### src/assert_macros.svh
// Assertion macros used by the top level of the min tracking stack.
// Depends on a clock named clock and a synchronous reset named reset.
`ifndef ASSERT_MACROS_SVH
`define ASSERT_MACROS_SVH

// Check a property at every rising edge outside reset
`define MTS_ASSERT(label, prop, msg) \
   label: assert property (@(posedge clock) disable iff (reset) (prop)) else $error(msg);

// Check that a trigger implies a consequence in the same cycle
`define MTS_ASSERT_IMP(label, trig, cons, msg) \
   label: assert property (@(posedge clock) disable iff (reset) (trig) |-> (cons)) \
      else $error(msg);

// Check that a trigger implies a consequence in the next cycle
`define MTS_ASSERT_NXT(label, trig, cons, msg) \
   label: assert property (@(posedge clock) disable iff (reset) (trig) |=> (cons)) \
      else $error(msg);

`endif

### src/mts_pkg.sv
// Package of the min tracking stack: word width, operation and status codes,
// and the shift control passed down the cell chains. No dependencies.
`default_nettype none

package mts_pkg;

   localparam int WORD_W = 32;
   localparam int OCC_W  = 8;

   // Operation codes of a request beat
   localparam logic MODE_PUSH = 1'b0;
   localparam logic MODE_POP  = 1'b1;

   typedef enum logic [1:0] {
      ST_OK        = 2'd0,
      ST_OVERFLOW  = 2'd1,
      ST_UNDERFLOW = 2'd2
   } mts_status_type;

   typedef logic signed [WORD_W-1:0] mts_word_type;

   // Shift control for one chain: push moves every word one cell down,
   // pop moves every word one cell up
   typedef struct packed {
      logic push;
      logic pop;
   } mts_shift_type;

endpackage

`default_nettype wire

### src/mts_cell.sv
// One storage cell of a stack chain: holds a word and takes its neighbor's.
// Depends on mts_pkg.
`default_nettype none

module mts_cell (
   input  wire logic                 clock,
   input  wire mts_pkg::mts_shift_type shift,
   input  wire mts_pkg::mts_word_type  above_word,
   input  wire mts_pkg::mts_word_type  below_word,
   output      mts_pkg::mts_word_type  word
);
   import mts_pkg::*;

   mts_word_type word_ff;
   mts_word_type word_in;

   // Take the upper word on push, the lower word on pop, else hold
   always_comb begin
      word_in = word_ff;
      if (shift.push) begin
         word_in = above_word;
      end else if (shift.pop) begin
         word_in = below_word;
      end
   end

   always_ff @(posedge clock) begin
      word_ff <= word_in;
   end

   assign word = word_ff;

endmodule

`default_nettype wire

### src/mts_chain.sv
// A stack built as a row of shifting cells; cell zero is the top of stack.
// Depends on mts_pkg and mts_cell.
`default_nettype none

module mts_chain #(
   parameter int DEPTH = 128
) (
   input  wire logic                  clock,
   input  wire mts_pkg::mts_shift_type shift,
   input  wire mts_pkg::mts_word_type  push_word,
   output      mts_pkg::mts_word_type  top_word,
   output      mts_pkg::mts_word_type  next_word
);
   import mts_pkg::*;

   mts_word_type cell_word [DEPTH];

   // Link each cell to its neighbors; the top takes the pushed word
   for (genvar i = 0; i < DEPTH; i++) begin : g_cell
      mts_word_type above;
      mts_word_type below;

      if (i == 0) begin : g_top
         assign above = push_word;
      end else begin : g_mid
         assign above = cell_word[i-1];
      end

      if (i == DEPTH - 1) begin : g_bot
         assign below = '0;
      end else begin : g_upper
         assign below = cell_word[i+1];
      end

      mts_cell u_cell (
         .clock      (clock),
         .shift      (shift),
         .above_word (above),
         .below_word (below),
         .word       (cell_word[i])
      );
   end

   assign top_word  = cell_word[0];
   assign next_word = cell_word[1];

endmodule

`default_nettype wire

### config.mk
export PLATFORM = sky130hd
export DESIGN_NAME = mts_chain
export DESIGN_NICKNAME = d
export VERILOG_FILES = /design/src/assert_macros.svh /design/src/mts_pkg.sv /design/src/mts_cell.sv /design/src/mts_chain.sv
export SDC_FILE = /design/constraint.sdc
export NUM_CORES = 2
export LEC_CHECK = 0
export BUFFER_PORTS_ARGS = -buffer_cell sky130_fd_sc_hd__buf_2
export CORE_MARGIN = 1
export CORE_UTILIZATION = 45
export DETAILED_ROUTE_END_ITERATION = 6
export PLACE_DENSITY_LB_ADDON = 0.12
export SLEW_MARGIN = 20
export SYNTH_ARGS = -nofsm -noshare
export SYNTH_HDL_FRONTEND = slang
export SYNTH_HIERARCHICAL = 1
export SYNTH_SLANG_ARGS = --single-unit
export TNS_END_PERCENT = 5
### constraint.sdc
create_clock -name clock -period 2.3 [get_ports clock]
set_input_delay 0.23 -clock clock [delete_from_list [all_inputs] [get_ports clock]]
set_output_delay 0.23 -clock clock [all_outputs]
set_load 0.1 [all_outputs]
==> flow_metrics.tcl <==
set metrics [dict create \
    status "finished clean" \
    die_y_um 657 \
    worstHoldStart "push_word[12]" \
    row_count 240 \
    p_leak_nw 85.1 \
    critPathMaxFanout 3 \
    grt_use_met1_pct 23.1 \
    num-fill-cells 34500 \
    final-hold-violation-count 0 \
    max_cap_viol_count 0 \
    routed_wl_mm 345 \
    max_freq_ghz 0.478 \
    avgSynthCellArea_um2 21.8 \
    area_growth_pct 10.1 \
    syn_area_um2 193000 \
    design_area_um2 212000 \
    postCtsSetupBuffers 0 \
    worstPathArrival_ns 1.86 \
    crit_start "g_cell[1].u_cell/word[0]" \
    clk_latency_ns 0.99 \
    setup_viol 0 \
    grtUsageMet2_pct 24.8 \
    met3_usage_pct 2.11 \
    ir_drop_uv 757 \
    gp_congestion 0.711 \
    end_kind "output pin" \
    vias_per_cell 5.13 \
    yosys_warnings 6 \
    critPathLaunchType "register" \
    numCtsBuffers 446 \
    num-nets-final 9450 \
    period_needed_ns 2.09 \
    reg2reg_from "g_cell[52].u_cell/word[19]" \
    antenna_found_initial 1 \
    synth_compound_area_share_pct 0 \
    drive_above_1_share_pct 54.0 \
    synth_cells 8833 \
    grt_max_degree 71 \
    ys_seq_area_share_pct 63.7 \
    synth.distinct_cells 7 \
    cts_tree "yes" \
    start_util_pct 45.2 \
    min_path_type "in2reg" \
    yosys.area.top_type "edfxtp_1" \
    cp_cell_sequence "buf_2" \
    reg2reg_slack_ns 1.23 \
    rsz0062_at_grt "false" \
    critical_path_class "reg2out" \
    htreeDepth 5 \
    grt_use_total_pct 15.7 \
    power_density_nw_per_um2 984 \
    synthAdderAreaFrac_pct 0 \
    yosys.area_share.xor_xnor_pct 0 \
    crit_buf_inv 1 \
    netlist_top_cells_area "edfxtp_1 64%, mux2_4 29%, buf_12 4.0%" \
    skew_ns 0.0458 \
    dr_total_vias 79400 \
    drtPass1Iterations 5 \
    cts.sinks 4096 \
    cts-root-buf "clkbuf_16" \
    core_area_um2 427000 \
    fin_util_pct 49.7 \
    io_buffer_count 98 \
    drtIter0Drc 5144 \
    placed_cell_area_um2 198000 \
    grt_pass1_vias 89900 \
    dieArea_um2 431000 \
    clk_pin_slew_ns 0.06 \
    ant_nets 0 \
    grt_pass1_wl_mm 548 \
    post_drt_wl_per_cell_um 22.3 \
    critPathTopFamily "buffers and inverters" \
    drc 0 \
    dp_hpwl_mm 219 \
    setup_ws_ns 0.207 \
    cts_buffer_depth 4 \
    ys_ff_latch 4096 \
    grt-busiest-layer "met2" \
    overflow 0 \
    synth_top_family_by_area "multiplexers" \
    synth.mux.area_fraction_pct 31.1 \
    crit_required_ns 2.07 \
    yosys.area_share.simple_pct 0.415 \
    cpPeakStageDelay_ns 0.47 \
    tns_ns 0 \
    timing.final.max_slew_violations 0 \
    largest_register_ffs 4096 \
    ios 99 \
    period_share_pct 91.0 \
    tightest_slew_ns 0.584 \
    synth.top_cell.area_share_pct 63.7 \
    totalPowerFinal_mw 209 \
    slew-limit-headroom_pct 61.1 \
    die_w_um 657 \
    cpMaxStageDelayCell "buf_2" \
    post-place-ws_ns 0.161 \
]
per-layer routing:
layer	wire [um]	part of all wire (%)	vias up
met3	10100	2.9	446
met1	168000	49	42100
li1	-	-	36000
met4	6300	1.8	0
met2	161000	47	931
met5	0	0	-
cell usage after synthesis:
cell type     n
buf_12      384
buf_6       128
conb_1        1
edfxtp_1   4096
mux2_2      384
mux2_4     3712
or2_1       128
area by class of cell:
cell class                 instances  area, um^2  area share [%]
clock inverter                   275        2450            1.15
antenna                            1        2.50         0.00118
timing repair buffer             615        7100            3.34
multi-input combinational       4256       61000            28.7
sequential                      4096      123000            57.9
tap                             5687        7120            3.35
clock buffer                     556       11800            5.55
path summary, 6_finish.rpt:
path	endpoint	cells past startpoint
max	next_word[0]	1
min	g_cell[0].u_cell/word[12]	3
max reg2reg	g_cell[51].u_cell/word[19]	1
min reg2reg	g_cell[126].u_cell/word[22]	1
kinds of logic (layout without fill, tap and decap cells):
group	count (synthesis)	in the layout
simple gates	128	128
other cells	1	33
buf+inv	512	1446
mux	4096	4096
flops	4096	4096
where the power goes:
| part | switching [mW] | total (mW) | internal [mW] |
|---|---|---|---|
| Combinational | 8.96 | 29.0 | 20.0 |
| Clock | 29.7 | 70.1 | 40.4 |
| Sequential | 9.52 | 110 | 100 |
| Total | 48.2 | 209 | 161 |
stage by stage:
step	cells	hold WS (ns)
2_1_floorplan	8864	0.447
5_1_grt	15500	0.0554
3_3_place_gp	14600	0.532
4_1_cts	15500	0.0000777
3_5_place_dp	14600	0.535
6_report	15500	0.121
repair_timing:
action                                 in CTS  in global routing
resized for setup                           0                  0
endpoints found under the hold margin      58                  0
hold buffers                               34                  0
cells in the final DEF (no fill, tap or decap), drive strengths merged:
cell type,n
bufinv,37
conb,32
or2,128
inv,7
dlygate4sd3,34
buf,581
diode,1
clkinv,219
mux2,4096
clkbuf,556
clkinvlp,12
edfxtp,4096
No activity file was read; power rests on OpenSTA's default activity.
